## src/hw/rtl/pet_pkg.sv

```systemverilog
`timescale 1ns / 1ps

package pet_pkg;

	localparam int TABLE_ENTRIES_DEF = 16;

	localparam int MODE_W   = 2;
	localparam int STATUS_W = 3;
	localparam int SLOT_W   = 4;
	localparam int FUNC_W   = 8;
	localparam int REG_W    = 16;
	localparam int UNIT_W   = 8;
	localparam int KEY_W    = FUNC_W + REG_W + UNIT_W;
	localparam int SEC_W    = 32;
	localparam int NSEC_W   = 30;

	typedef enum logic [MODE_W-1:0] {
		MODE_ADD = 2'd0,
		MODE_DEL = 2'd1,
		MODE_CLR = 2'd2
	} mode_t;

	typedef enum logic [STATUS_W-1:0] {
		STAT_INSERTED  = 3'd0,
		STAT_LOWERED   = 3'd1,
		STAT_KEPT      = 3'd2,
		STAT_DELETED   = 3'd3,
		STAT_NOT_FOUND = 3'd4,
		STAT_FULL      = 3'd5,
		STAT_CLEARED   = 3'd6
	} status_t;

	typedef struct packed {
		logic [KEY_W-1:0]  key;
		logic [SEC_W-1:0]  psec;
		logic [NSEC_W-1:0] pnsec;
		logic [SEC_W-1:0]  dsec;
		logic [NSEC_W-1:0] dnsec;
	} entry_t;

	typedef struct packed {
		logic load;
		logic issue;
		logic exec;
	} pet_cmd_t;

	typedef struct packed {
		logic scan_done;
	} pet_sts_t;

endpackage

```

## src/hw/rtl/poll_entry_table.sv

```systemverilog
// Add and delete scan the table between transfer in and result valid: one read per slot
// from the entry memory, a compare of each read against the request key, then execute;
// a key found in slot k ends the scan early.
// Clear and the unused mode skip the scan; a new request is taken in the cycle after execute.
// One request in work at a time; a waiting result holds execute. Reset clears valid marks.
`timescale 1ns / 1ps

module poll_entry_table #(
	parameter int TABLE_ENTRIES = pet_pkg::TABLE_ENTRIES_DEF
) (
	input  logic                          clk,
	input  logic                          arst_n,
	input  logic                          in_valid,
	output logic                          in_ready,
	input  logic [pet_pkg::MODE_W-1:0]    mode,
	input  logic [pet_pkg::FUNC_W-1:0]    func_code,
	input  logic [pet_pkg::REG_W-1:0]     reg_addr,
	input  logic [pet_pkg::UNIT_W-1:0]    unit_id,
	input  logic [pet_pkg::SEC_W-1:0]     period_sec,
	input  logic [pet_pkg::NSEC_W-1:0]    period_nsec,
	input  logic [pet_pkg::SEC_W-1:0]     due_sec,
	input  logic [pet_pkg::NSEC_W-1:0]    due_nsec,
	output logic                          out_valid,
	input  logic                          out_ready,
	output logic [pet_pkg::STATUS_W-1:0]  status,
	output logic [pet_pkg::SLOT_W-1:0]    slot,
	output logic [pet_pkg::SEC_W-1:0]     stored_period_sec,
	output logic [pet_pkg::NSEC_W-1:0]    stored_period_nsec,
	output logic [pet_pkg::SEC_W-1:0]     stored_due_sec,
	output logic [pet_pkg::NSEC_W-1:0]    stored_due_nsec
);
	import pet_pkg::*;

	pet_cmd_t cmd;
	pet_sts_t sts;

	pet_ctrl u_ctrl (
		.clk       (clk),
		.arst_n    (arst_n),
		.in_valid  (in_valid),
		.in_ready  (in_ready),
		.mode      (mode),
		.out_valid (out_valid),
		.out_ready (out_ready),
		.sts       (sts),
		.cmd       (cmd)
	);

	pet_dp #(
		.TABLE_ENTRIES (TABLE_ENTRIES)
	) u_dp (
		.clk                (clk),
		.arst_n             (arst_n),
		.cmd                (cmd),
		.sts                (sts),
		.mode               (mode),
		.func_code          (func_code),
		.reg_addr           (reg_addr),
		.unit_id            (unit_id),
		.period_sec         (period_sec),
		.period_nsec        (period_nsec),
		.due_sec            (due_sec),
		.due_nsec           (due_nsec),
		.status             (status),
		.slot               (slot),
		.stored_period_sec  (stored_period_sec),
		.stored_period_nsec (stored_period_nsec),
		.stored_due_sec     (stored_due_sec),
		.stored_due_nsec    (stored_due_nsec)
	);

endmodule

```

## src/hw/rtl/pet_dp.sv

```systemverilog
`timescale 1ns / 1ps

module pet_dp #(
	parameter int TABLE_ENTRIES = pet_pkg::TABLE_ENTRIES_DEF
) (
	input  logic                          clk,
	input  logic                          arst_n,
	input  pet_pkg::pet_cmd_t             cmd,
	output pet_pkg::pet_sts_t             sts,
	input  logic [pet_pkg::MODE_W-1:0]    mode,
	input  logic [pet_pkg::FUNC_W-1:0]    func_code,
	input  logic [pet_pkg::REG_W-1:0]     reg_addr,
	input  logic [pet_pkg::UNIT_W-1:0]    unit_id,
	input  logic [pet_pkg::SEC_W-1:0]     period_sec,
	input  logic [pet_pkg::NSEC_W-1:0]    period_nsec,
	input  logic [pet_pkg::SEC_W-1:0]     due_sec,
	input  logic [pet_pkg::NSEC_W-1:0]    due_nsec,
	output logic [pet_pkg::STATUS_W-1:0]  status,
	output logic [pet_pkg::SLOT_W-1:0]    slot,
	output logic [pet_pkg::SEC_W-1:0]     stored_period_sec,
	output logic [pet_pkg::NSEC_W-1:0]    stored_period_nsec,
	output logic [pet_pkg::SEC_W-1:0]     stored_due_sec,
	output logic [pet_pkg::NSEC_W-1:0]    stored_due_nsec
);
	import pet_pkg::*;

	localparam int IW = (TABLE_ENTRIES > 1) ? $clog2(TABLE_ENTRIES) : 1;
	localparam int CW = $clog2(TABLE_ENTRIES + 1);
	localparam logic [CW-1:0] CNT_END = CW'(TABLE_ENTRIES);

	entry_t mem [TABLE_ENTRIES];
	logic [TABLE_ENTRIES-1:0] valid_q;

	logic [MODE_W-1:0] req_mode_q;
	logic [KEY_W-1:0]  req_key_q;
	logic [SEC_W-1:0]  req_psec_q;
	logic [NSEC_W-1:0] req_pnsec_q;
	logic [SEC_W-1:0]  req_dsec_q;
	logic [NSEC_W-1:0] req_dnsec_q;

	logic [CW-1:0] cnt_q;
	entry_t        rd_s1;
	logic [IW-1:0] idx_s1;
	logic          tag_s1;
	logic          vld_s1;

	logic          hit_q;
	logic [IW-1:0] hit_idx_q;
	entry_t        hit_ent_q;
	logic          free_found_q;
	logic [IW-1:0] free_idx_q;

	logic [STATUS_W-1:0] status_q;
	logic [SLOT_W-1:0]   slot_q;
	entry_t              res_q;

	logic          issue_ok;
	logic [IW-1:0] issue_idx;
	logic          take_free;
	logic          match_now;
	logic          lower;

	logic          wr_en;
	logic [IW-1:0] wr_idx;
	entry_t        wr_ent;
	logic          set_valid;
	logic          clr_valid;
	logic          clr_all;
	logic [STATUS_W-1:0] res_status;
	logic [SLOT_W-1:0]   res_slot;
	entry_t              res_ent;

	assign issue_ok  = cmd.issue && (cnt_q != CNT_END);
	assign issue_idx = cnt_q[IW-1:0];
	assign take_free = issue_ok && !valid_q[issue_idx] && !free_found_q;
	assign match_now = vld_s1 && tag_s1 && !hit_q && (rd_s1.key == req_key_q);
	assign sts.scan_done = match_now || (cnt_q == CNT_END);

	assign lower = (req_psec_q < hit_ent_q.psec) ||
		((req_psec_q == hit_ent_q.psec) && (req_pnsec_q < hit_ent_q.pnsec));

	always_comb begin
		wr_en      = 1'b0;
		wr_idx     = hit_idx_q;
		wr_ent     = '{key: req_key_q, psec: req_psec_q, pnsec: req_pnsec_q,
			dsec: '0, dnsec: '0};
		set_valid  = 1'b0;
		clr_valid  = 1'b0;
		clr_all    = 1'b0;
		res_status = STAT_NOT_FOUND;
		res_slot   = '0;
		res_ent    = '0;
		unique case (req_mode_q)
			MODE_ADD: begin
				if (hit_q) begin
					res_slot = SLOT_W'(hit_idx_q);
					if (lower) begin
						wr_en      = 1'b1;
						res_status = STAT_LOWERED;
						res_ent    = wr_ent;
					end else begin
						res_status = STAT_KEPT;
						res_ent    = hit_ent_q;
					end
				end else if (free_found_q) begin
					wr_en        = 1'b1;
					wr_idx       = free_idx_q;
					wr_ent.dsec  = req_dsec_q;
					wr_ent.dnsec = req_dnsec_q;
					set_valid    = 1'b1;
					res_status   = STAT_INSERTED;
					res_slot     = SLOT_W'(free_idx_q);
					res_ent      = wr_ent;
				end else begin
					res_status = STAT_FULL;
				end
			end
			MODE_DEL: begin
				if (hit_q) begin
					clr_valid  = 1'b1;
					res_status = STAT_DELETED;
					res_slot   = SLOT_W'(hit_idx_q);
					res_ent    = hit_ent_q;
				end
			end
			MODE_CLR: begin
				clr_all    = 1'b1;
				res_status = STAT_CLEARED;
			end
			default: begin
				res_status = STAT_NOT_FOUND;
			end
		endcase
	end

	always_ff @(posedge clk) begin
		if (issue_ok) begin
			rd_s1 <= mem[issue_idx];
		end
		if (cmd.exec && wr_en) begin
			mem[wr_idx] <= wr_ent;
		end
	end

	always_ff @(posedge clk) begin
		if (cmd.load) begin
			req_mode_q  <= mode;
			req_key_q   <= {func_code, reg_addr, unit_id};
			req_psec_q  <= period_sec;
			req_pnsec_q <= period_nsec;
			req_dsec_q  <= due_sec;
			req_dnsec_q <= due_nsec;
		end
		if (issue_ok) begin
			idx_s1 <= issue_idx;
			tag_s1 <= valid_q[issue_idx];
		end
		if (take_free && !cmd.load) begin
			free_idx_q <= issue_idx;
		end
		if (match_now && !cmd.load) begin
			hit_idx_q <= idx_s1;
			hit_ent_q <= rd_s1;
		end
		if (cmd.exec) begin
			status_q <= res_status;
			slot_q   <= res_slot;
			res_q    <= res_ent;
		end
	end

	always_ff @(posedge clk or negedge arst_n) begin
		if (!arst_n) begin
			valid_q      <= '0;
			cnt_q        <= '0;
			vld_s1       <= 1'b0;
			hit_q        <= 1'b0;
			free_found_q <= 1'b0;
		end else begin
			if (cmd.load) begin
				cnt_q        <= '0;
				vld_s1       <= 1'b0;
				hit_q        <= 1'b0;
				free_found_q <= 1'b0;
			end else begin
				if (cmd.issue) begin
					vld_s1 <= issue_ok;
				end
				if (issue_ok) begin
					cnt_q <= cnt_q + 1'b1;
				end
				if (take_free) begin
					free_found_q <= 1'b1;
				end
				if (match_now) begin
					hit_q <= 1'b1;
				end
			end
			if (cmd.exec) begin
				if (clr_all) begin
					valid_q <= '0;
				end else if (set_valid) begin
					valid_q[wr_idx] <= 1'b1;
				end else if (clr_valid) begin
					valid_q[hit_idx_q] <= 1'b0;
				end
			end
		end
	end

	assign status             = status_q;
	assign slot               = slot_q;
	assign stored_period_sec  = res_q.psec;
	assign stored_period_nsec = res_q.pnsec;
	assign stored_due_sec     = res_q.dsec;
	assign stored_due_nsec    = res_q.dnsec;

	a_hit_is_valid: assert property (@(posedge clk) disable iff (!arst_n)
		cmd.exec && hit_q |-> valid_q[hit_idx_q])
		else $error("matched slot is not valid at execute");

	a_free_is_free: assert property (@(posedge clk) disable iff (!arst_n)
		cmd.exec && !hit_q && free_found_q |-> !valid_q[free_idx_q])
		else $error("chosen free slot is already valid");

	a_clear_all: assert property (@(posedge clk) disable iff (!arst_n)
		cmd.exec && req_mode_q == MODE_CLR |=> valid_q == '0)
		else $error("clear left valid slots");

endmodule

```

## src/hw/rtl/pet_ctrl.sv

```systemverilog
`timescale 1ns / 1ps

module pet_ctrl (
	input  logic                       clk,
	input  logic                       arst_n,
	input  logic                       in_valid,
	output logic                       in_ready,
	input  logic [pet_pkg::MODE_W-1:0] mode,
	output logic                       out_valid,
	input  logic                       out_ready,
	input  pet_pkg::pet_sts_t          sts,
	output pet_pkg::pet_cmd_t          cmd
);
	import pet_pkg::*;

	typedef enum logic [1:0] {
		ST_IDLE,
		ST_SCAN,
		ST_EXEC
	} state_t;

	state_t state_q;
	logic   out_valid_q;
	logic   needs_scan;

	assign in_ready   = (state_q == ST_IDLE);
	assign needs_scan = (mode == MODE_ADD) || (mode == MODE_DEL);

	assign cmd.load  = in_valid && in_ready;
	assign cmd.issue = (state_q == ST_SCAN);
	assign cmd.exec  = (state_q == ST_EXEC) && (!out_valid_q || out_ready);

	assign out_valid = out_valid_q;

	always_ff @(posedge clk or negedge arst_n) begin
		if (!arst_n) begin
			state_q     <= ST_IDLE;
			out_valid_q <= 1'b0;
		end else begin
			unique case (state_q)
				ST_IDLE: begin
					if (cmd.load) begin
						state_q <= needs_scan ? ST_SCAN : ST_EXEC;
					end
				end
				ST_SCAN: begin
					if (sts.scan_done) begin
						state_q <= ST_EXEC;
					end
				end
				ST_EXEC: begin
					if (cmd.exec) begin
						state_q <= ST_IDLE;
					end
				end
				default: begin
					state_q <= ST_IDLE;
				end
			endcase
			if (cmd.exec) begin
				out_valid_q <= 1'b1;
			end else if (out_ready) begin
				out_valid_q <= 1'b0;
			end
		end
	end

	a_exec_shows_result: assert property (@(posedge clk) disable iff (!arst_n)
		cmd.exec |=> out_valid_q)
		else $error("execute did not present a result");

	a_scan_to_exec: assert property (@(posedge clk) disable iff (!arst_n)
		state_q == ST_SCAN && sts.scan_done |=> state_q == ST_EXEC)
		else $error("finished scan did not move to execute");

	a_no_overwrite: assert property (@(posedge clk) disable iff (!arst_n)
		cmd.exec |-> !out_valid_q || out_ready)
		else $error("result overwritten before transfer");

endmodule

```

## config.mk

```make
export PLATFORM = sky130hd
export DESIGN_NAME = poll_entry_table
export DESIGN_NICKNAME = d
export VERILOG_FILES = /design/src/hw/rtl/pet_pkg.sv /design/src/hw/rtl/poll_entry_table.sv /design/src/hw/rtl/pet_dp.sv /design/src/hw/rtl/pet_ctrl.sv
export SDC_FILE = /design/constraint.sdc
export NUM_CORES = 2
export LEC_CHECK = 0
export BUFFER_PORTS_ARGS = -buffer_cell sky130_fd_sc_hd__buf_2
export CORE_MARGIN = 2
export CORE_UTILIZATION = 45
export CTS_CLUSTER_SIZE = 14
export DETAILED_ROUTE_END_ITERATION = 12
export PLACE_DENSITY_LB_ADDON = 0.12
export SETUP_SLACK_MARGIN = 0.5
export SYNTH_ARGS = -nofsm -noshare
export SYNTH_HDL_FRONTEND = slang
export SYNTH_SLANG_ARGS = --single-unit
```

## constraint.sdc

```tcl
create_clock -name clk -period 23.7 [get_ports clk]
set_input_delay 1.185 -clock clk [delete_from_list [all_inputs] [get_ports clk]]
set_output_delay 1.185 -clock clk [all_outputs]
set_load 0.1 [all_outputs]
```

==> reports/qor.txt <==
RSZ-0062 raised after global routing: false
Multi-input gate area: 22000 sq um
Run status: finished clean
All-Layer GR Usage: 21.5%
Synth cell types: 54
Die Width: 512 microns
Setup crit start kind: flop
Element type at the critical path end: flop
Avg Vias per Cell: 5.91
CP arrival: 8.50 ns
Internal power: 10.5 mW
Placed insts: 8308
Synth Register Bits: 3105
Die ar.: 262000 sq um
Critical path fanouts, max: 40
P_sw: 3.84 mW
Mapped cell area: 116000 sq um
Routed WL: 282000 microns
Setup bufs post-CTS: 0
CTS H-Tree Depth: 5
Setup-failing EPs final: 0
Die height: 512 microns
Cells after Synth: 4740
Clock slew at reported path FFs: 0.06 ns
Layout area overhead: 14.0%
DR pass1 iterations: 5
Peak Freq: 126 MHz
R2R Path End: u_dp.mem[11][7]$_DFFE_PP_
Worst skew pair latency: 0.95 ns
Met2 wire len: 138000 microns
Sw frac: 26.8%
Via count: 52500
Hold slack: 0.295 ns
# port buffers: 294
Register area: 93100 sq um
Gp weighted congestion: 0.789
Drt wl/cell: 31.7 microns
Layout cells sized above 1: 30.5%
Worst Reg-to-Reg Cells: 13
First-pass GRT wire length: 405000 microns
Hold buffer count at CTS: 0
Ports: 295
Fillers: 19900
Comb power frac: 17.5%
Initial DRC count: 5234
Max clock buf depth: 4
Root Driver: clkbuf_16
Fin Clk Skew: 0.0514 ns
Residual DRC count: 0
Register share of total power: 47.7%
Slew Limit Headroom: 19.7%
Core Rows: 186
Antenna-violating nets left: 0
Leakage: 41.6 nW
Top Layer Used: met4
Main area contributors after synthesis: edfxtp_1 80%, mux4_2 15%, ha_1 0.68%
Post-DP HPWL: 141000 microns
Maxcap violations: 0
Worst VDD drop: 0.0930 mV
Post-synthesis async set-or-reset flop share: 0.870%
Vias in the first global route: 54900
Util after Layout: 51.6%
Hold Vio Cnt, Final: 0
Yosys top cell by area: edfxtp_1
Fin nets: 5491
Crit share post-route: 33.6%
Reg2Reg Launch Point: u_dp.req_psec_q[31]$_DFFE_PP_
TritonCTS buffer count: 340
Gr ovfl total: 0
Placed cell areas: 122000 sq um
Yosys Warn Count: 0
Syn_area_per_cell: 24.5 sq um
Initial Util: 45.3%
Detail Route met3 WL: 13600 microns
Clock power share: 34.8%
WS Path Type: reg2reg
TritonCTS clock tree: built
Post_cts resized: 0
Area share of the largest cell type after synthesis: 79.6%
Worst Slack Setup Final: 15.74 ns
Worst-margin pin slew: 1.19 ns
Post-synth EDFFs: 3078
Tot Pwr: 14.3 mW
Worst hold path class: in2async
Reg2Reg Setup Slack: 15.74 ns
Tmin final: 7.96 ns
Pins Over Slew Limit: 0
Post-Syn Nets: 4965
CTS sink count: 3105
Setup TNS Final: 0 ns
Synth cell count leaders: 3078 x edfxtp_1, 785 x mux4_2, 137 x clkbuf_1
Post-Place Worst Slack: 15.64 ns
Largest net degree at the start of global routing: 135
Main flop type after synthesis: edfxtp_1
Power density cells: 108 nW/um^2
CP required: 24.24 ns
Register area share after synthesis: 80.1%
Initial antenna violation count: 9
Core area: 257000 sq um
Final instance area: 132000 sq um
Most common cell in the synthesized netlist: edfxtp_1
M1 WL: 124000 microns
Final non-filler cell total: 8892
## sequential cells by signal, indices dropped and copies added (netlist names), 5 cells and up
name                     flops
u_dp.mem                  2496
u_dp.rd_s1                 156
u_dp.hit_ent_q             124
u_dp.req_dsec_q             32
u_dp.req_key_q              32
u_dp.req_psec_q             32
u_dp.stored_due_sec         32
u_dp.stored_period_sec      32
u_dp.req_dnsec_q            30
u_dp.req_pnsec_q            30
u_dp.stored_due_nsec        30
u_dp.stored_period_nsec     30
u_dp.valid_q                16
u_dp.cnt_q                   5
## power by group through the flow
stage	registers, mW	clock network, mW	logic [mW]
floorplan	7.31	0	1.51
global placement	6.93	0	2.56
detailed placement	6.94	0	2.57
CTS	6.83	5.09	2.57
global route	6.86	5.29	2.67
finish	6.83	4.98	2.51
## final cells by class
cell class                 instances  share of cell area, %
sequential                      3105                   70.3
inverter                          72                  0.213
clock buffer                     411                   6.76
timing repair buffer             411                   1.88
multi-input combinational       1336                   16.6
tap                             3384                   3.20
antenna                            8                 0.0151
clock inverter                   165                   1.04
## layer usage
layer  up-vias  GRT usage [%]
met5         -              0
met4         0           5.13
met3       417           2.69
met2      1617           35.2
met1     29000           31.1
li1      21500              -
## how the worst max path moves through the flow
stage                     slack [ns]                      endpoint                          start  cells past startpoint
after floorplan                 6.95  u_dp.free_idx_q[0]$_DFFE_PP_      u_dp.cnt_q[1]$_DFFE_PN0P_                      8
after global placement         15.80     u_dp.mem[11][5]$_DFFE_PP_  u_dp.req_psec_q[30]$_DFFE_PP_                     13
after detailed placement       15.64     u_dp.mem[11][3]$_DFFE_PP_  u_dp.req_psec_q[31]$_DFFE_PP_                     13
after CTS                      15.63   u_dp.mem[11][133]$_DFFE_PP_  u_dp.req_psec_q[31]$_DFFE_PP_                     13
after global routing           15.39    u_dp.mem[11][31]$_DFFE_PP_  u_dp.req_psec_q[31]$_DFFE_PP_                     13
final                          15.74     u_dp.mem[11][7]$_DFFE_PP_  u_dp.req_psec_q[31]$_DFFE_PP_                     13
## cell families after synthesis
group,after synthesis,synth area share [%]
AOI/OAI and AO/OA,251,1.67
adders and majority gates,63,0.678
buffers and inverters,299,1.08
muxes,785,15.2
xor gates and xnor gates,35,0.264
DFF,3105,80.1
and+or+nand+nor,202,0.961
## placed cells by master (no fill, tap or decap), drive strengths merged, types with 24 or more instances in the layout
master,instances
a31o,62
ha,63
bufinv,24
clkbuf,411
a21oi,58
mux4,785
dfrtp,27
nand2,30
nand4,24
clkinv,128
and2,63
a32o,62
buf,411
inv,81
o21ai,28
edfxtp,3078
## worst max-delay path, cell delays in order (launching register included)
cell      delay, ns
edfxtp_1       0.62
ha_1           0.40
nand4_1        0.25
nor4_2         0.94
nand4_1        0.42
a21oi_1        0.24
o311a_1        0.66
a221oi_4       0.10
buf_4          0.27
nor2_4         0.44
buf_4          0.64
buf_4          0.75
buf_4          0.81
buf_4          0.83
Note: power is estimated with default switching activity, not from simulation.
